$ cat config.mk
export PLATFORM = sky130hd
export DESIGN_NAME = latin1_tex_char_substituter
export DESIGN_NICKNAME = d
export VERILOG_FILES = /design/src/ltx_pkg.sv /design/src/ltx_front.sv /design/src/ltx_queue.sv /design/src/ltx_back.sv /design/src/latin1_tex_char_substituter.sv
export SDC_FILE = /design/constraint.sdc
export NUM_CORES = 1
export LEC_CHECK = 0
export BUFFER_PORTS_ARGS = -buffer_cell sky130_fd_sc_hd__buf_4
export CAP_MARGIN = 40
export CORE_MARGIN = 2
export CORE_UTILIZATION = 45
export DETAILED_ROUTE_END_ITERATION = 6
export GPL_TIMING_DRIVEN = 0
export SYNTH_ARGS = -nofsm -noshare
export SYNTH_HDL_FRONTEND = slang
export SYNTH_SLANG_ARGS = --single-unit
$ cat constraint.sdc
create_clock -name aclk -period 3.3 [get_ports aclk]
set_input_delay 0.66 -clock aclk [delete_from_list [all_inputs] [get_ports aclk]]
set_output_delay 0.66 -clock aclk [all_outputs]
set_load 0.1 [all_outputs]
$ cat src/ltx_pkg.sv
`timescale 1ns / 1ps

package ltx_pkg;

    // Operating modes held in the configuration register.
    localparam logic [1:0] MODE_PASS   = 2'd0;
    localparam logic [1:0] MODE_SINGLE = 2'd1;
    localparam logic [1:0] MODE_MULTI  = 2'd2;
    localparam logic [1:0] MODE_TEX    = 2'd3;

    // Result status codes.
    localparam logic [1:0] STAT_OK    = 2'd0;
    localparam logic [1:0] STAT_WIDE  = 2'd1;
    localparam logic [1:0] STAT_BREAK = 2'd2;

    // Pending escape codes; the fourth code is never stored and acts as none.
    localparam logic [1:0] PEND_NONE  = 2'd0;
    localparam logic [1:0] PEND_BSL   = 2'd1;
    localparam logic [1:0] PEND_QUOTE = 2'd2;

    // Characters of interest.
    localparam logic [7:0] CHAR_BSL     = 8'h5C;
    localparam logic [7:0] CHAR_QUOTE   = 8'h22;
    localparam logic [7:0] LATIN1_FIRST = 8'hA0;

    // Transliteration lookup result: first character in the lowest byte.
    typedef struct packed {
        logic [2:0]      len;
        logic [3:0][7:0] chars;
    } ltx_xlit_t;

    // One classified input, handed from the front end to the output side.
    typedef struct packed {
        logic [3:0][7:0] chars;
        logic [2:0]      count;
        logic [1:0]      status;
        logic            emit;
    } ltx_desc_t;

    // Builds a lookup entry from a string literal of the given length.
    function automatic ltx_xlit_t mk(input logic [2:0] len, input logic [31:0] s);
        ltx_xlit_t r;
        int        k;
        r.len   = len;
        r.chars = '0;
        for (k = 0; k < 4; k++) begin
            if (k < int'(len)) begin
                r.chars[k] = s[8*(int'(len)-1-k) +: 8];
            end
        end
        return r;
    endfunction

    // Latin-1 upper half to ASCII; multi selects the multi-character table.
    function automatic ltx_xlit_t xlit(input logic [7:0] c, input logic multi);
        ltx_xlit_t r;
        r = mk(3'd0, 32'd0);
        case (c) inside
            8'hA0, 8'hB0: r = mk(3'd1, " ");
            8'hA1:        r = mk(3'd1, "!");
            8'hA2:        r = mk(3'd1, "c");
            8'hA5, 8'hDD: r = mk(3'd1, "Y");
            8'hA6:        r = mk(3'd1, "|");
            8'hA8:        r = mk(3'd1, "\"");
            8'hA9:        r = multi ? mk(3'd3, "(c)") : mk(3'd1, "c");
            8'hAA:        r = mk(3'd1, "a");
            8'hAB:        r = multi ? mk(3'd2, "<<") : mk(3'd1, "<");
            8'hAC, 8'hAD, 8'hAF: r = mk(3'd1, "-");
            8'hAE:        r = multi ? mk(3'd3, "(R)") : mk(3'd1, "R");
            8'hB1:        r = multi ? mk(3'd3, "+/-") : mk(3'd0, 32'd0);
            8'hB2:        r = mk(3'd1, "2");
            8'hB3:        r = mk(3'd1, "3");
            8'hB4:        r = mk(3'd1, "'");
            8'hB5:        r = mk(3'd1, "u");
            8'hB6:        r = mk(3'd1, "P");
            8'hB7:        r = mk(3'd1, ".");
            8'hB8:        r = mk(3'd1, ",");
            8'hB9:        r = mk(3'd1, "1");
            8'hBA:        r = mk(3'd1, "o");
            8'hBB:        r = multi ? mk(3'd2, ">>") : mk(3'd1, ">");
            8'hBC:        r = multi ? mk(3'd4, " 1/4") : mk(3'd0, 32'd0);
            8'hBD:        r = multi ? mk(3'd4, " 1/2") : mk(3'd0, 32'd0);
            8'hBE:        r = multi ? mk(3'd4, " 3/4") : mk(3'd0, 32'd0);
            8'hBF:        r = mk(3'd1, "?");
            [8'hC0:8'hC3]: r = mk(3'd1, "A");
            8'hC4:        r = multi ? mk(3'd2, "Ae") : mk(3'd1, "A");
            8'hC5:        r = multi ? mk(3'd2, "Aa") : mk(3'd1, "A");
            8'hC6:        r = multi ? mk(3'd2, "AE") : mk(3'd1, "A");
            8'hC7:        r = mk(3'd1, "C");
            [8'hC8:8'hCB]: r = mk(3'd1, "E");
            [8'hCC:8'hCF]: r = mk(3'd1, "I");
            8'hD0:        r = mk(3'd1, "D");
            8'hD1:        r = mk(3'd1, "N");
            [8'hD2:8'hD5]: r = mk(3'd1, "O");
            8'hD6, 8'hD8: r = multi ? mk(3'd2, "Oe") : mk(3'd1, "O");
            8'hD7:        r = mk(3'd1, "x");
            [8'hD9:8'hDB]: r = mk(3'd1, "U");
            8'hDC:        r = multi ? mk(3'd2, "Ue") : mk(3'd1, "U");
            8'hDE:        r = multi ? mk(3'd2, "Th") : mk(3'd1, "T");
            8'hDF:        r = multi ? mk(3'd2, "ss") : mk(3'd1, "s");
            [8'hE0:8'hE3]: r = mk(3'd1, "a");
            8'hE4, 8'hE6: r = multi ? mk(3'd2, "ae") : mk(3'd1, "a");
            8'hE5:        r = multi ? mk(3'd2, "aa") : mk(3'd1, "a");
            8'hE7:        r = mk(3'd1, "c");
            [8'hE8:8'hEB]: r = mk(3'd1, "e");
            [8'hEC:8'hEF]: r = mk(3'd1, "i");
            8'hF0:        r = mk(3'd1, "d");
            8'hF1:        r = mk(3'd1, "n");
            [8'hF2:8'hF5]: r = mk(3'd1, "o");
            8'hF6, 8'hF8: r = multi ? mk(3'd2, "oe") : mk(3'd1, "o");
            8'hF7:        r = mk(3'd1, ":");
            [8'hF9:8'hFB]: r = mk(3'd1, "u");
            8'hFC:        r = multi ? mk(3'd2, "ue") : mk(3'd1, "u");
            8'hFD:        r = mk(3'd1, "y");
            8'hFE:        r = multi ? mk(3'd2, "th") : mk(3'd1, "t");
            8'hFF:        r = multi ? mk(3'd2, "ij") : mk(3'd1, "y");
            default:      r = mk(3'd0, 32'd0);
        endcase
        return r;
    endfunction

    // Letter that follows a quote to form an umlaut; zero when there is none.
    function automatic logic [7:0] umlaut_of(input logic [7:0] c);
        logic [7:0] d;
        case (c) inside
            8'd34, 8'd39, 8'd96: d = 8'd34;
            8'd65:   d = 8'd196;
            8'd79:   d = 8'd214;
            8'd85:   d = 8'd220;
            8'd97:   d = 8'd228;
            8'd111:  d = 8'd246;
            8'd115:  d = 8'd223;
            8'd117:  d = 8'd252;
            default: d = 8'd0;
        endcase
        return d;
    endfunction

endpackage

$ cat src/ltx_front.sv
`timescale 1ns / 1ps

module ltx_front (
    input  logic              aclk,
    input  logic              aresetn,
    input  logic              cfg_we,
    input  logic [1:0]        cfg_wdata,
    input  logic              s_tvalid,
    output logic              s_tready,
    input  logic [23:0]       s_tdata,
    input  logic              q_full,
    output logic              push,
    output ltx_pkg::ltx_desc_t desc
);

    logic [1:0]              mode_reg;
    logic [1:0]              pend_reg;
    logic [1:0]              pend_next;
    logic [7:0]              c;
    logic [7:0]              lim;
    logic                    en;
    logic [7:0]              uml;
    ltx_pkg::ltx_xlit_t      xl;

    assign c   = s_tdata[7:0];
    assign lim = s_tdata[15:8];
    assign en  = s_tdata[16];

    // A beat is taken whenever the queue has room.
    assign s_tready = !q_full;
    assign push     = s_tvalid && s_tready;

    assign xl  = ltx_pkg::xlit(c, mode_reg == ltx_pkg::MODE_MULTI);
    assign uml = (c >= 8'd32 && c <= 8'd127) ? ltx_pkg::umlaut_of(c) : 8'd0;

    // Classify the incoming byte into up to four characters and a status.
    always_comb begin
        desc        = '0;
        desc.emit   = en;
        desc.status = ltx_pkg::STAT_OK;
        pend_next   = pend_reg;
        unique case (mode_reg) inside
            ltx_pkg::MODE_SINGLE, ltx_pkg::MODE_MULTI: begin
                if (c < ltx_pkg::LATIN1_FIRST) begin
                    desc.chars[0] = c;
                    desc.count    = 3'd1;
                end else begin
                    desc.chars = xl.chars;
                    desc.count = xl.len;
                end
                if ({5'd0, desc.count} > lim) begin
                    desc.count  = 3'd0;
                    desc.status = ltx_pkg::STAT_WIDE;
                end
            end
            ltx_pkg::MODE_TEX: begin
                if (c == ltx_pkg::CHAR_BSL || c == ltx_pkg::CHAR_QUOTE) begin
                    // Held quote, or held BSL before BSL, is flushed.
                    if ((pend_reg == ltx_pkg::PEND_BSL && c == ltx_pkg::CHAR_BSL) ||
                        pend_reg == ltx_pkg::PEND_QUOTE) begin
                        desc.chars[0] = (pend_reg == ltx_pkg::PEND_BSL) ?
                                        ltx_pkg::CHAR_BSL : ltx_pkg::CHAR_QUOTE;
                        desc.count    = 3'd1;
                    end
                    pend_next = (c == ltx_pkg::CHAR_BSL) ? ltx_pkg::PEND_BSL
                                                          : ltx_pkg::PEND_QUOTE;
                end else if (pend_reg == ltx_pkg::PEND_BSL) begin
                    pend_next     = ltx_pkg::PEND_NONE;
                    desc.chars[0] = ltx_pkg::CHAR_BSL;
                    if (lim == 8'd1) begin
                        desc.count  = 3'd1;
                        desc.status = ltx_pkg::STAT_BREAK;
                    end else begin
                        desc.chars[1] = c;
                        desc.count    = 3'd2;
                    end
                end else if (pend_reg == ltx_pkg::PEND_QUOTE) begin
                    pend_next = ltx_pkg::PEND_NONE;
                    if (uml != 8'd0) begin
                        desc.chars[0] = uml;
                        desc.count    = 3'd1;
                    end else begin
                        desc.chars[0] = ltx_pkg::CHAR_QUOTE;
                        if (lim == 8'd1) begin
                            desc.count  = 3'd1;
                            desc.status = ltx_pkg::STAT_BREAK;
                        end else begin
                            desc.chars[1] = c;
                            desc.count    = 3'd2;
                        end
                    end
                end else begin
                    desc.chars[0] = c;
                    desc.count    = 3'd1;
                end
            end
            default: begin
                desc.chars[0] = c;
                desc.count    = 3'd1;
            end
        endcase
    end

    // Mode register and held escape.
    always_ff @(posedge aclk) begin
        if (!aresetn) begin
            mode_reg <= ltx_pkg::MODE_PASS;
            pend_reg <= ltx_pkg::PEND_NONE;
        end else begin
            if (cfg_we) begin
                mode_reg <= cfg_wdata;
            end
            if (push) begin
                pend_reg <= pend_next;
            end
        end
    end

    // Only the TeX decoder may change the held escape.
    a_pend_tex_only: assert property (@(posedge aclk) disable iff (!aresetn)
        push && mode_reg != ltx_pkg::MODE_TEX |=> $stable(pend_reg))
        else $error("held escape changed outside TeX mode");

    // A line break always carries exactly the flushed escape character.
    a_break_single: assert property (@(posedge aclk) disable iff (!aresetn)
        push && desc.status == ltx_pkg::STAT_BREAK |->
        mode_reg == ltx_pkg::MODE_TEX && desc.count == 3'd1)
        else $error("line break outside TeX mode or with wrong count");

endmodule

$ cat src/ltx_queue.sv
`timescale 1ns / 1ps

module ltx_queue #(
    parameter int DEPTH = 4
) (
    input  logic               aclk,
    input  logic               aresetn,
    input  logic               push,
    input  ltx_pkg::ltx_desc_t push_data,
    output logic               full,
    input  logic               pop,
    output logic               valid,
    output ltx_pkg::ltx_desc_t head
);

    localparam int PTR_W = (DEPTH > 1) ? $clog2(DEPTH) : 1;
    localparam int CNT_W = $clog2(DEPTH + 1);

    ltx_pkg::ltx_desc_t mem_reg [DEPTH];
    logic [PTR_W-1:0]   wr_ptr_reg, wr_ptr_next;
    logic [PTR_W-1:0]   rd_ptr_reg, rd_ptr_next;
    logic [CNT_W-1:0]   count_reg, count_next;

    assign full  = (count_reg == CNT_W'(DEPTH));
    assign valid = (count_reg != '0);
    assign head  = mem_reg[rd_ptr_reg];

    // Pointer and fill count update.
    always_comb begin
        wr_ptr_next = wr_ptr_reg;
        rd_ptr_next = rd_ptr_reg;
        count_next  = count_reg;
        if (push) begin
            wr_ptr_next = (wr_ptr_reg == PTR_W'(DEPTH - 1)) ? '0 : wr_ptr_reg + 1'b1;
        end
        if (pop) begin
            rd_ptr_next = (rd_ptr_reg == PTR_W'(DEPTH - 1)) ? '0 : rd_ptr_reg + 1'b1;
        end
        if (push && !pop) begin
            count_next = count_reg + 1'b1;
        end else if (pop && !push) begin
            count_next = count_reg - 1'b1;
        end
    end

    always_ff @(posedge aclk) begin
        if (!aresetn) begin
            wr_ptr_reg <= '0;
            rd_ptr_reg <= '0;
            count_reg  <= '0;
        end else begin
            wr_ptr_reg <= wr_ptr_next;
            rd_ptr_reg <= rd_ptr_next;
            count_reg  <= count_next;
        end
    end

    // Entry storage.
    always_ff @(posedge aclk) begin
        if (push) begin
            mem_reg[wr_ptr_reg] <= push_data;
        end
    end

    a_no_overflow: assert property (@(posedge aclk) disable iff (!aresetn)
        !(push && full))
        else $error("queue written while full");

    a_no_underflow: assert property (@(posedge aclk) disable iff (!aresetn)
        !(pop && !valid))
        else $error("queue read while empty");

    a_count_range: assert property (@(posedge aclk) disable iff (!aresetn)
        count_reg <= CNT_W'(DEPTH))
        else $error("queue fill count out of range");

endmodule

$ cat src/ltx_back.sv
`timescale 1ns / 1ps

module ltx_back (
    input  logic               aclk,
    input  logic               aresetn,
    input  logic               q_valid,
    input  ltx_pkg::ltx_desc_t q_head,
    output logic               pop,
    output logic               m_tvalid,
    input  logic               m_tready,
    output logic [15:0]        m_tdata,
    output logic               m_tuser,
    output logic               m_tlast
);

    ltx_pkg::ltx_desc_t cur_reg, cur_next;
    logic [1:0]         idx_reg, idx_next;
    logic               busy_reg, busy_next;
    logic               m_tvalid_reg;
    logic [15:0]        m_tdata_reg;
    logic               m_tuser_reg;
    logic               m_tlast_reg;

    ltx_pkg::ltx_desc_t w;
    logic [1:0]         k;
    logic               have;
    logic               take;
    logic               empty;
    logic               is_last;
    logic [7:0]         ch;

    // Work from the held descriptor, or straight from the queue head.
    assign w       = busy_reg ? cur_reg : q_head;
    assign k       = busy_reg ? idx_reg : 2'd0;
    assign have    = busy_reg || q_valid;
    assign take    = have && (!m_tvalid_reg || m_tready);
    assign empty   = !w.emit || (w.count == 3'd0);
    assign is_last = empty || (({1'b0, k} + 3'd1) == w.count);
    assign ch      = empty ? 8'd0 : w.chars[k];
    assign pop     = take && !busy_reg;

    // Step through the characters of the current descriptor.
    always_comb begin
        cur_next  = cur_reg;
        idx_next  = idx_reg;
        busy_next = busy_reg;
        if (take) begin
            if (is_last) begin
                busy_next = 1'b0;
            end else if (!busy_reg) begin
                busy_next = 1'b1;
                cur_next  = q_head;
                idx_next  = 2'd1;
            end else begin
                idx_next = idx_reg + 2'd1;
            end
        end
    end

    always_ff @(posedge aclk) begin
        if (!aresetn) begin
            busy_reg     <= 1'b0;
            m_tvalid_reg <= 1'b0;
        end else begin
            busy_reg <= busy_next;
            if (take) begin
                m_tvalid_reg <= 1'b1;
            end else if (m_tready) begin
                m_tvalid_reg <= 1'b0;
            end
        end
    end

    // Output register and descriptor payload.
    always_ff @(posedge aclk) begin
        cur_reg <= cur_next;
        idx_reg <= idx_next;
        if (take) begin
            m_tdata_reg <= {3'd0, w.status, w.count, ch};
            m_tuser_reg <= !empty;
            m_tlast_reg <= is_last;
        end
    end

    assign m_tvalid = m_tvalid_reg;
    assign m_tdata  = m_tdata_reg;
    assign m_tuser  = m_tuser_reg;
    assign m_tlast  = m_tlast_reg;

    a_empty_is_last: assert property (@(posedge aclk) disable iff (!aresetn)
        m_tvalid_reg && !m_tuser_reg |-> m_tlast_reg)
        else $error("empty beat not marked last");

    a_idx_in_range: assert property (@(posedge aclk) disable iff (!aresetn)
        busy_reg |-> ({1'b0, idx_reg} < cur_reg.count))
        else $error("character index beyond descriptor count");

endmodule

$ cat src/latin1_tex_char_substituter.sv
`timescale 1ns / 1ps

// Latin-1 / TeX character substituter.
// Input stream (s_*): one byte per beat with the columns still free on the
// line and an emit flag. Output stream (m_*): one character per beat, the
// last beat of each input marked with m_tlast; m_tuser is low on the single
// empty beat that carries only count and status.
// cfg_we/cfg_wdata write the mode: passthrough, single-width or
// multi-character transliteration of Latin-1, or TeX umlaut decoding.
// Write the mode only while the block holds no unfinished input.
// The first result beat of an input is registered in the descriptor queue and then in the output register.
// Throughput: the output side sends one beat per cycle while the receiver is
// ready, and an input has one to four result beats; the input side takes a
// beat per cycle while the descriptor queue between the classifier and the
// output sequencer has room.
// Reset clears the mode to passthrough, the held escape and the queue.
// When the receiver stalls, the output beat holds, the queue fills and then
// s_tready drops until space frees up.
module latin1_tex_char_substituter #(
    parameter int QUEUE_DEPTH = 4
) (
    input  logic        aclk,
    input  logic        aresetn,
    input  logic        cfg_we,
    input  logic [1:0]  cfg_wdata,
    input  logic        s_tvalid,
    output logic        s_tready,
    input  logic [23:0] s_tdata,   // char_in[7:0], col_limit[15:8], emit_enable[16]
    output logic        m_tvalid,
    input  logic        m_tready,
    output logic [15:0] m_tdata,   // char_out[7:0], out_count[10:8], status[12:11]
    output logic        m_tuser,   // char_valid[0]
    output logic        m_tlast
);

    ltx_pkg::ltx_desc_t desc;
    ltx_pkg::ltx_desc_t q_head;
    logic               push;
    logic               q_full;
    logic               q_valid;
    logic               pop;

    ltx_front u_front (
        .aclk      (aclk),
        .aresetn   (aresetn),
        .cfg_we    (cfg_we),
        .cfg_wdata (cfg_wdata),
        .s_tvalid  (s_tvalid),
        .s_tready  (s_tready),
        .s_tdata   (s_tdata),
        .q_full    (q_full),
        .push      (push),
        .desc      (desc)
    );

    ltx_queue #(
        .DEPTH (QUEUE_DEPTH)
    ) u_queue (
        .aclk      (aclk),
        .aresetn   (aresetn),
        .push      (push),
        .push_data (desc),
        .full      (q_full),
        .pop       (pop),
        .valid     (q_valid),
        .head      (q_head)
    );

    ltx_back u_back (
        .aclk     (aclk),
        .aresetn  (aresetn),
        .q_valid  (q_valid),
        .q_head   (q_head),
        .pop      (pop),
        .m_tvalid (m_tvalid),
        .m_tready (m_tready),
        .m_tdata  (m_tdata),
        .m_tuser  (m_tuser),
        .m_tlast  (m_tlast)
    );

endmodule
Yosys cells after proc, flatten, opt, wreduce, memory -nomap -nowiden
Memory sizes are Yosys's and may differ from the RTL's. A register that Yosys moved wholly into a read port is not among the register bits.
Cells that the tools add are included.
Widths: inputs -> output; s select.
{"block": "totals", "ff_bits": 68, "ram_bits": 152, "out_inout_bits": 20, "n_memories": 1}
{"block": "op_classes", "add_sub_neg": 6, "order_cmp": 25, "n_eq_ne": 76, "n_mux": 130, "bitwise_logic": 1, "reduce_logical": 46}
{"memory": "u_queue.mem_reg", "depth": 4, "word_bits": 38, "rd": 1, "rd_ports_with_merged_regs": 1, "wr": 1, "line_no": "ltx_queue.sv:19", "rtl": "ltx_pkg::ltx_desc_t mem_reg [DEPTH];"}
{"operator": "$mux 35", "count": 61}
{"operator": "$mux 34", "count": 18}
{"operator": "$eq 8x8->1 const B", "count": 55}
{"operator": "$mux 8", "count": 14}
{"operator": "$ge 8x8->1 const B", "count": 10}
{"operator": "$le 8x8->1 const B", "count": 10}
{"operator": "$eq 8x7->1 const B", "count": 9}
{"operator": "$mux 11", "count": 6}
{"operator": "$mux 38", "count": 1}
{"operator": "$mux 2", "count": 14}
{"operator": "$mux 24", "count": 1}
{"operator": "$pmux 11 s2", "count": 1}
{"operator": "$mux 21", "count": 1}
{"operator": "$logic_and 1x1->1", "count": 17}
{"operator": "$bmux 8 s2", "count": 1}
{"operator": "$eq 8x6->1 const B", "count": 2}
{"operator": "$mux 16", "count": 1}
{"operator": "$pmux 8 s2", "count": 1}
{"operator": "$reduce_or 2->1", "count": 6}
{"operator": "$eq 2x2->1 const B", "count": 5}
{"operator": "$eq 8x1->1 const B", "count": 1}
{"operator": "$ge 8x6->1 const B", "count": 1}
{"operator": "$gt 3x8->1", "count": 1}
{"operator": "$le 8x7->1 const B", "count": 1}
{"operator": "other kinds (24)", "count": 46}

Longest topological paths before layout
{"block": "depth", "word_depth": 65, "mapped_depth": 17, "mapped_depth_nobuf": 15}

Modules after synthesis
From an unflattened synthesis, not the netlist that was laid out.
{"block": "hier_totals", "hier_cells": 955, "area_unflattened_um2": 11816.3}
{"module": "ltx_queue", "n_inst": 1, "cells_per_inst": 242, "area_per_inst_um2": 5957.0}
{"module": "ltx_front", "n_inst": 1, "cells_per_inst": 541, "area_per_inst_um2": 3201.8}
{"module": "ltx_back", "n_inst": 1, "cells_per_inst": 172, "area_per_inst_um2": 2657.5}

Least setup slack after synthesis
Ideal clock, no wire load.
{"block": "synth_path", "path_type": "input -> register", "start": "in s_tdata[1]", "end": "mem u_queue.mem_reg[0][4] (netlist name), data pin", "setup_ns": 0.219, "arrival_ns": 3.239, "slack_ns": -0.157, "stages": 15, "path_buffers": 2, "path_cell_list": "buf_2 buf_4 nand2_1 a311o_1 a211oi_1 o31ai_1 a21oi_1 nor2_1 ha_1 nor2b_1 o21ai_0 nand2b_1 nand4b_1 nand2_1 o31ai_1"}
{"element": "start, declared", "line_no": "latin1_tex_char_substituter.sv:28", "rtl": "input logic [23:0] s_tdata,"}
{"element": "end, declared", "line_no": "ltx_queue.sv:19"}

==> report_table.html <==
<table>
<tr><th>Metric</th><th>Value</th></tr>
<tr><th colspan="2">STA</th></tr>
<tr><td>Max Freq</td><td>approximately 300 MHz</td></tr>
<tr><td>Least setup slack across all paths after layout</td><td>-33.4 ps</td></tr>
<tr><td>Pins Over Slew Limit</td><td>0</td></tr>
<tr><td>Post-route minimum period</td><td>3330 ps</td></tr>
<tr><td>Worst hold slack</td><td>437 ps</td></tr>
<tr><td>RSZ-0062 raised after global routing</td><td>yes</td></tr>
<tr><td>Final-layout setup total negative slack</td><td>-133 ps</td></tr>
<tr><td>Hold violation count in the final report</td><td>0</td></tr>
<tr><td>Tightest slew margin relative to the limit</td><td>0.488</td></tr>
<tr><td>Clock Skews</td><td>10.9 ps</td></tr>
<tr><td>Final cycle utilization of the critical path</td><td>1.01</td></tr>
<tr><td>Endpoints failing setup</td><td>4</td></tr>
<tr><td>Slew @ Worst Pin</td><td>767 ps</td></tr>
<tr><th colspan="2">Power and ir drop</th></tr>
<tr><td>Total power of the final layout</td><td>8.83 mW</td></tr>
<tr><td>Sequential cell fraction of total power</td><td>0.394</td></tr>
<tr><td>Cell Int Power</td><td>around 5.4 mW</td></tr>
<tr><td>Part of the power in the clock network</td><td>0.215</td></tr>
<tr><td>Power share of the combinational group</td><td>0.391</td></tr>
<tr><td>Power density of the placed cells</td><td>722 nW/µm²</td></tr>
<tr><td>Switching part of the total power</td><td>0.389</td></tr>
<tr><td>Sw Pwr</td><td>3.43 mW</td></tr>
<tr><td>Leakage power total</td><td>4.38 nW</td></tr>
<tr><td>Worst VDD drop</td><td>around 0.45 mV</td></tr>
<tr><th colspan="2">Synthesis</th></tr>
<tr><td>Combined area of all synthesized cells</td><td>10100 µm²</td></tr>
<tr><td>Average cell area after synthesis</td><td>10.8 µm²</td></tr>
<tr><td>Gate count after technology mapping</td><td>936</td></tr>
<tr><td>Flip-flop cell with the highest count after synthesis</td><td>edfxtp_1</td></tr>
<tr><td>Xor-xnor portion of the synthesized cell area</td><td>0.00863</td></tr>
<tr><td>Post-synthesis cell type count</td><td>87</td></tr>
<tr><td>Dominant combinational cell family by area after synthesis</td><td>simple AND/OR/NAND/NOR gates</td></tr>
<tr><td>Post-synth EDFFs</td><td>163</td></tr>
<tr><td>Post-synthesis async set-or-reset flop share</td><td>0</td></tr>
<tr><td>Proportion of synthesized chip area in sequential cells</td><td>0.512</td></tr>
<tr><td>Post-Synth Adder-Cell Area</td><td>0.0217</td></tr>
<tr><td>Post-synthesis register bit count</td><td>approximately 180</td></tr>
<tr><td>Mux contribution to synthesized area</td><td>0.0776</td></tr>
<tr><td>Warning count from the yosys run</td><td>0</td></tr>
<tr><td>Post-synthesis compound-gate area fraction</td><td>0.158</td></tr>
<tr><td>Fraction of the mapped netlist area in simple logic gates</td><td>0.178</td></tr>
<tr><th colspan="2">Final layout</th></tr>
<tr><td>Final cell count without fillers</td><td>1331</td></tr>
<tr><td>Largest register FFs</td><td>between 100 and 150</td></tr>
<tr><td>Final design utilization</td><td>0.557</td></tr>
<tr><td>Antenna Diode Count</td><td>0</td></tr>
<tr><td>Number of nets at the end of the flow</td><td>1086</td></tr>
<tr><td>Filler cells</td><td>1863</td></tr>
<tr><td>Share of cells above drive strength 1</td><td>0.245</td></tr>
<tr><td>Area Overhead vs Synth</td><td>20.5%</td></tr>
<tr><th colspan="2">Global routing</th></tr>
<tr><td>Global route overflow</td><td>0</td></tr>
<tr><td>Vias in the first global route</td><td>slightly above 8000</td></tr>
<tr><td>Antenna violations before repair</td><td>0</td></tr>
<tr><td>GRT Util Overall</td><td>0.265</td></tr>
<tr><td>Wire length of the first global-routing pass</td><td>48000 µm</td></tr>
<tr><td>Largest net degree at the start of global routing</td><td>28</td></tr>
<tr><th colspan="2">Critical path</th></tr>
<tr><td>Slowest Stage Delay on Critical Path</td><td>550 ps</td></tr>
<tr><td>Combined buffer and inverter count along the critical path</td><td>2</td></tr>
<tr><td>CP required</td><td>3520 ps</td></tr>
<tr><td>Crit Path Category</td><td>input pin to register</td></tr>
<tr><td>Most frequent CP cell</td><td>nor2_1</td></tr>
<tr><td>Element type at the critical path start</td><td>input pin</td></tr>
<tr><td>CP max-delay cell</td><td>nor2_1</td></tr>
<tr><td>Cells along the critical path</td><td>buf_4 -&gt; nor2b_1 -&gt; clkbuf_2 -&gt; nor2_1 -&gt; nor2_1 -&gt; nor3_4 -&gt; o2111a_2 -&gt; ha_4 -&gt; nor2b_4 -&gt; o21ai_1 -&gt; nand2b_1 -&gt; nand4b_1 -&gt; nand2_2 -&gt; o31ai_4</td></tr>
<tr><td>Worst setup EP type</td><td>register</td></tr>
<tr><td>Largest fanout on the critical path</td><td>12</td></tr>
<tr><td>Delay-heaviest family, CP</td><td>simple AND/OR/NAND/NOR gates</td></tr>
<tr><td>Arrival time at the worst endpoint</td><td>3550 ps</td></tr>
<tr><th colspan="2">Die</th></tr>
<tr><td>Die Area</td><td>roughly 24000 µm²</td></tr>
<tr><td>FP Rows</td><td>54</td></tr>
<tr><td>Horizontal die dimension</td><td>154 µm</td></tr>
<tr><td>Initial core utilization</td><td>0.462</td></tr>
<tr><td>Die height</td><td>about 150 µm</td></tr>
<tr><td>Total core area</td><td>between 20000 and 25000 µm²</td></tr>
<tr><td>I/O pins</td><td>51</td></tr>
<tr><th colspan="2">Detailed routing</th></tr>
<tr><td>Number of iterations in the first detailed-routing pass</td><td>6</td></tr>
<tr><td>Average detailed-routed wire length per instance</td><td>between 20 and 25 µm</td></tr>
<tr><td>DR vias</td><td>between 8000 and 9000</td></tr>
<tr><td>Antenna-violating nets left</td><td>0</td></tr>
<tr><td>Total wire length after detailed routing</td><td>31500 µm</td></tr>
<tr><td>Detailed-route vias per instance</td><td>~6.4</td></tr>
<tr><td>Count of routing violations after the opening detailed-route iteration</td><td>1183</td></tr>
<tr><td>Detailed-route DRC error count</td><td>0</td></tr>
<tr><th colspan="2">Min path</th></tr>
<tr><td>Worst min-delay path category</td><td>input pin to register</td></tr>
<tr><th colspan="2">Placed design</th></tr>
<tr><td>Number of placed instances with taps included</td><td>1262</td></tr>
<tr><td>Detail Placement HPWL</td><td>between 20000 and 25000 µm</td></tr>
<tr><td>Port Buffers</td><td>39</td></tr>
<tr><td>Final weighted congestion of routability-driven global placement</td><td>1.01</td></tr>
<tr><th colspan="2">Clocking</th></tr>
<tr><td>Number of levels in the clock H-tree</td><td>4</td></tr>
<tr><td>TritonCTS clock tree</td><td>done</td></tr>
<tr><td>Worst-case clock buffer depth</td><td>2</td></tr>
<tr><td>TritonCTS buffer count</td><td>17</td></tr>
<tr><td>Clk_lat worst skew</td><td>420 ps</td></tr>
<tr><td>Sink Count</td><td>roughly 180</td></tr>
<tr><td>Master cell of the clock root buffer</td><td>clkbuf_16</td></tr>
<tr><td>Clock-pin transition on the worst setup and hold timing paths</td><td>70 ps</td></tr>
<tr><td>Number of hold-repair buffers added at the cts stage</td><td>0</td></tr>
<tr><th colspan="2">Flow run</th></tr>
<tr><td>Max cap viols</td><td>0</td></tr>
<tr><th colspan="2">Outcome</th></tr>
<tr><td>Violated checks</td><td>setup timing</td></tr>
<tr><td>Status</td><td>finished with violations</td></tr>
</table>
==> per-layer routing <==
metal	vias up	track usage	part of all wire
met5	-	0	0
met4	0	0.139	0.061
met3	169	0.0448	0.070
met2	524	0.442	0.47
met1	3994	0.331	0.40
li1	3812	-	-
==> per-stage QoR <==
| stage | setup WS, ps | cell area (µm²) |
|---|---|---|
| 3_3_place_gp | -1550 | 10800 |
| 2_1_floorplan | 8.37 | 10200 |
| 6_report | -33.4 | 12200 |
| 4_1_cts | -25.9 | 11900 |
| 5_1_grt | -51.7 | 12200 |
| 3_5_place_dp | -1490 | 10900 |
==> power groups by stage <==
stage	clock network (mW)	registers [mW]	logic [mW]
after detailed placement	0	3.52	3.38
after CTS	1.92	3.48	3.42
final	1.90	3.47	3.46
after global routing	2.02	3.53	3.70
after floorplan	0	4.20	1.77
after global placement	0	3.54	3.25
==> cell type report <==
cell class                      count  area [µm²]  share of cell area
Sequential cell                   178        5200               0.425
Multi-Input combinational cell    659        4870               0.398
Timing Repair Buffer               87         699              0.0572
Buffer                             68         447              0.0366
Clock buffer                       19         443              0.0362
Tap cell                          280         350              0.0287
Clock inverter                     13         113             0.00921
Inverter                           27         101             0.00829
==> placed cells by master, fill, tap and decap left out, drive strengths merged, types with 17 or more instances in the layout <==
cell	count
nor3	20
clkbuf	48
edfxtp	163
a21oi	33
inv	33
nand2	141
buf	126
mux4	27
nor2	62
o21ai	36
a31oi	17
nand3	21
==> Yosys cell counts (6+ instances only) <==
cell	n	share of area
edfxtp_1	163	0.48
nand2_1	141	0.052
nor2_1	61	0.023
a21oi_1	33	0.016
clkbuf_1	33	0.012
buf_2	27	0.013
mux4_2	27	0.060
o21ai_0	22	0.011
nand3_1	21	0.010
nor3_1	20	0.0099
inv_1	19	0.0070
a31oi_1	17	0.010
ha_1	16	0.020
dfxtp_1	15	0.030
nor2b_1	15	0.0093
a211oi_1	14	0.010
and2_1	14	0.0086
o21ai_1	14	0.0069
mux2i_1	13	0.013
nand2b_1	13	0.0080
o22ai_1	13	0.0080
and3_1	12	0.0074
nand4_1	11	0.0068
o31ai_1	11	0.0081
o211ai_1	10	0.0074
buf_1	9	0.0033
nand4b_1	8	0.0069
a311o_1	7	0.0069
nor4_1	7	0.0043
or3_1	7	0.0043
o21a_1	6	0.0044
==> final timing paths <==
| check | start | end | slack [ps] | depth (start not counted) |
|---|---|---|---|---|
| worst max-delay path | s_tdata[0] | u_queue.mem_reg[0][4] | -30 | 14 |
| worst min-delay path | s_tdata[16] | u_queue.mem_reg[3][0] | 440 | 1 |
| worst max register to register | u_front.mode_reg[0] | u_queue.mem_reg[0][4] | 0 | 16 |
| worst min register to register | u_back.cur_reg[6] | u_back.cur_reg[6] | 540 | 2 |
==> what timing repair did <==
action                                  4_1_cts  5_1_grt
pin swaps                                    21       28
buffers inserted                             33       11
endpoints found under the setup margin       16       20
cloned                                        0        0
gates resized for setup                      68       61
==> kinds of logic (layout without fill, tap and decap cells) <==
kind of cell             after synthesis  count (layout)
AO/OA/AOI/OAI                        224             224
XOR/XNOR                              10              10
adder cells (fa/ha/maj)               17              17
buffers and inverters                101             214
flip-flops                           178             178
multiplexers                          44              44
other                                  1               3
AND/OR/NAND/NOR                      361             361
(Power assumes the default switching activity.)
